`src/rtl/smv_pkg.sv`:
```
// ----------------------------------------------------------------------------
// smv_pkg
// Shared types, codes and fixed-point helpers for the coordinate-format
// sparse matrix times vector unit.
// ----------------------------------------------------------------------------
package smv_pkg;

  localparam int OP_W    = 2;
  localparam int IDX_W   = 4;
  localparam int VAL_W   = 32;
  localparam int ACC_W   = 64;
  localparam int SIZE_W  = 5;

  localparam logic [OP_W-1:0] OP_APPEND = 2'd0;
  localparam logic [OP_W-1:0] OP_VECTOR = 2'd1;
  localparam logic [OP_W-1:0] OP_MULT   = 2'd2;
  localparam logic [OP_W-1:0] OP_NONE   = 2'd3;

  localparam logic [SIZE_W-1:0] MATRIX_SIZE_RESET = 5'd16;

  localparam logic signed [VAL_W-1:0] Q16_MAX = 32'sh7fff_ffff;
  localparam logic signed [VAL_W-1:0] Q16_MIN = 32'sh8000_0000;
  localparam logic signed [ACC_W-1:0] ACC_MAX = 64'sh7fff_ffff_ffff_ffff;
  localparam logic signed [ACC_W-1:0] ACC_MIN = 64'sh8000_0000_0000_0000;

  typedef struct packed {
    logic [IDX_W-1:0]        row;
    logic [IDX_W-1:0]        col;
    logic signed [VAL_W-1:0] value;
  } entry_t;

  function automatic logic signed [ACC_W-1:0] sat_add64(
    input logic signed [ACC_W-1:0] a,
    input logic signed [ACC_W-1:0] b
  );
    logic signed [ACC_W-1:0] s;
    s = a + b;
    if (a[ACC_W-1] == b[ACC_W-1] && s[ACC_W-1] != a[ACC_W-1]) begin
      return a[ACC_W-1] ? ACC_MIN : ACC_MAX;
    end
    return s;
  endfunction

  // floor shift by 16, then clamp to 32 bits
  function automatic logic signed [VAL_W-1:0] to_q16(input logic signed [ACC_W-1:0] acc);
    logic signed [ACC_W-1:0] sh;
    sh = acc >>> 16;
    if (sh[ACC_W-1:VAL_W-1] == '0 || sh[ACC_W-1:VAL_W-1] == '1) begin
      return sh[VAL_W-1:0];
    end
    return sh[ACC_W-1] ? Q16_MIN : Q16_MAX;
  endfunction

endpackage

```
`src/rtl/smv_mac.sv`:
```
// ----------------------------------------------------------------------------
// smv_mac
// Shared multiply-accumulate unit: registered 32x32 product, then a
// saturating 64-bit add onto the registered accumulator operand.
// ----------------------------------------------------------------------------
module smv_mac import smv_pkg::*; (
  input  logic                    clk,
  input  logic                    mul_en,
  input  logic signed [VAL_W-1:0] a,
  input  logic signed [VAL_W-1:0] b,
  input  logic signed [ACC_W-1:0] acc_in,
  output logic signed [ACC_W-1:0] sum
);

  logic signed [ACC_W-1:0] prod;
  logic signed [ACC_W-1:0] acc_q;

  always_ff @(posedge clk) begin
    if (mul_en) begin
      prod  <= a * b;
      acc_q <= acc_in;
    end
  end

  assign sum = sat_add64(acc_q, prod);

endmodule

```
`config.mk`:
```
export PLATFORM = sky130hd
export DESIGN_NAME = smv_mac
export DESIGN_NICKNAME = d
export VERILOG_FILES = /design/src/rtl/smv_pkg.sv /design/src/rtl/smv_mac.sv
export SDC_FILE = /design/constraint.sdc
export NUM_CORES = 2
export LEC_CHECK = 0
export BUFFER_PORTS_ARGS = -buffer_cell sky130_fd_sc_hd__buf_2
export CAP_MARGIN = 20
export CORE_MARGIN = 2
export CORE_UTILIZATION = 65
export CTS_CLUSTER_DIAMETER = 200
export DETAILED_ROUTE_END_ITERATION = 7
export PLACE_DENSITY = 0.83
export SLEW_MARGIN = 20
export SYNTH_ARGS = -nofsm -noshare
export SYNTH_HDL_FRONTEND = slang
export SYNTH_SLANG_ARGS = --single-unit
```
`constraint.sdc`:
```
create_clock -name clk -period 21 [get_ports clk]
set_clock_uncertainty 0.1 [all_clocks]
set_input_delay 3.15 -clock clk [delete_from_list [all_inputs] [get_ports clk]]
set_output_delay 3.15 -clock clk [all_outputs]
set_load 0.1 [all_outputs]
```
==> results.cfg <==
[routing]
routedWlPerCell_um = 20.5
drt_wl_total_mm = 113
drc = 0
first_iter_violations = 2595
dr.pass1.iters = 6
num_vias = 32340
via_per_inst = 5.87
ant_nets = 0

[sta]
fin_crit_sh_pct = 53.5
tns_ns = 0
rsz0062_at_grt = false
hold_viol_final = 0
maxSlewViolCount = 0
slew_headroom_pct = 30.3
period_minus_slack_ns = 11.23
tightest_slew_ns = 1.05
setup_violations = 0
max_freq_ghz = 0.0890

[cells_and_area]
fin_nets = 6077
drive_gt1_share_pct = 5.64
fin_area_sq_mm = 0.0460
area_delta_synth_final_pct = 4.33
final_cells = 5505

[synthesis]
synth_flop_cell = edfxtp_1
syn_avg_cell_area_sq_um = 9.53
netlist_area_sq_mm = 0.0441
syn_inst = 4628
yosysWarnings = 0
async_flop_share_pct = 0
syn_nets = 6088
ys_seq_elements = 128
synth_edf_count = 128
ys_types = 78
synth-seq-area-share_pct = 8.71

[global_routing]
grt_pass1_wl_mm = 188
grt_usage_pct = 34.4
overflow = 0
antenna_found_initial = 5
grt_pass1_vias = 35910
grt_max_degree = 71

[clock_tree]
post_cts_buffers = 0
cts_root_buf = clkbuf_16
cts_max_level = 4
cts.sinks = 128
clockBufferDepth = 2
cts_hold_buffers = 0
cts_tree = done
cts_resized = 0
numCtsBuffers = 17
clk_pin_slew_ns = 0.06

[place]
portBuffers = 193
dp_hpwl_mm = 89.8
dpl.cell_count = 5471
placed_area_sq_mm = 0.0454
gp_congestion = 0.936

[worst_setup_path]
cp_common_cell = fa_1
cp_max_fo = 32
required_ns = 21.13
critPathLaunchType = primary input
slowest_delay_ns = 0.87
crit_path_end_kind = register
slowest_stage = fa_1
critPathKind = in -> reg
crit_arrival_ns = 11.36

[die]
row_count = 95
ioPinCount = 194
coreArea_sq_mm = 0.0672
die_w_um = 265
die-area_sq_mm = 0.0700
fp.dieH_um = 265
start_util_pct = 65.7

[status]
status = completed

[worst_hold_path]
hold_path_class = in -> reg
hold_depth = 1

[flow_run]
drv_cap = 0
[final cells by class]
cell class | instances | area (sq um)
flip-flops and latches | 128 | 3840
repair buffers | 205 | 1080
diodes | 3 | 7.51
multi-input cells | 3265 | 35600
clock inverters | 13 | 189
inverters | 1000 | 3750
clock buffers | 18 | 429
fillers | 4989 | 21100
well taps | 873 | 1090
[metrics by stage]
stage / worst slack [ns] / hold WS [ns] / utilization, %
final: 9.77 / 2.78 / 68.5
after global routing: 9.29 / 2.77 / 68.5
after CTS: 9.76 / 2.77 / 68.5
after detailed placement: 9.35 / 3.23 / 67.6
after global placement: 9.55 / 3.23 / 67.5
after floorplan: 10.42 / 3.15 / -
[routing by layer]
layer  part of all wire (%)  wire length [um]  track usage, %
met5                  0.025                28               0
met4                    5.6              6310            17.0
met3                    7.7              8690            5.17
met2                     50             56200            58.4
met1                     37             41700            43.3
[cells by family (layout without fill, tap and decap cells)]
family	Yosys count	count (layout)	synth area share (%)
AOI/OAI and AO/OA	490	490	7.19
buffers and inverters	1235	1236	10.5
adders and majority gates	1330	1330	56.2
and+or+nand+nor	1328	1328	15.1
other	0	3	0
DFF	128	128	8.71
xor gates and xnor gates	117	117	2.32
[cell usage in the layout, fill, tap and decap left out, drive strengths merged, types with 5 or more instances in the layout]
cell,netlist,layout
a21o,67,67
nand2,567,567
clkinvlp,0,5
and3,19,19
edfxtp,128,128
o211ai,9,9
fa,1083,1083
nand3,22,22
nand2b,19,19
inv,998,999
xnor2,74,74
buf,7,205
nand4,20,20
nor2,89,89
or3,9,9
nor2b,8,8
o21bai,23,23
clkbuf,228,18
a31oi,17,17
nor4,5,5
o21ai,123,123
a211oi,13,13
and2,525,525
o21a,19,19
o31ai,14,14
a21boi,9,9
o31a,5,5
a31o,5,5
xor2,43,43
nor3,26,26
clkinv,2,5
ha,247,247
a21oi,135,135
[cells in the mapped netlist, types with 4 or more instances]
cell type  count  area share, %
buf_2          5          0.057
edfxtp_1     128            8.7
o21bai_1      22           0.37
nor4_1         5          0.071
nor3_1        24           0.27
a311o_1        4          0.091
nand2_1      567            4.8
nand2b_1      19           0.27
a32o_1         4          0.091
and2_1       525            7.4
a21boi_0       8           0.14
xor2_1        43           0.85
clkbuf_1     225            1.9
and3_1        19           0.27
nor2_1        89           0.76
a31oi_1       17           0.24
o211ai_1       8           0.14
a211oi_1      12           0.20
nand4_1       20           0.28
o21ai_0      116            1.3
a21oi_1      134            1.5
o21a_1        19           0.32
a21o_1        67            1.1
a211o_1        4          0.079
ha_1         247            7.0
fa_1        1083             49
a31o_2         5          0.099
nand3_1       22           0.25
o31a_1         5          0.099
nand3b_1       4          0.068
inv_1        998            8.5
xnor2_1       74            1.5
o31ai_1       13           0.22
o21ai_1        6          0.068
nor2b_1        8           0.11
or3_1          9           0.13
[critical path, delay by kind of cell]
kind,cells,cell delay (ns)
AO/OA/AOI/OAI,7,1.27
adder cells (fa/ha/maj),9,4.66
AND/OR/NAND/NOR,2,0.55
buffers and inverters,8,1.71
[registers in the layout (all words and copies together), names as in the netlist]
name and cells:
acc_q 64, prod 64
[path summary, 6_finish.rpt]
path | start | to | slack (ns)
setup / recovery | a[31] | prod[58] | 9.77
hold / removal | acc_in[58] | acc_q[58] | 2.78
Power is not shown: default switching activity piles up to over one toggle a cycle in this logic, so the estimate is an artifact.
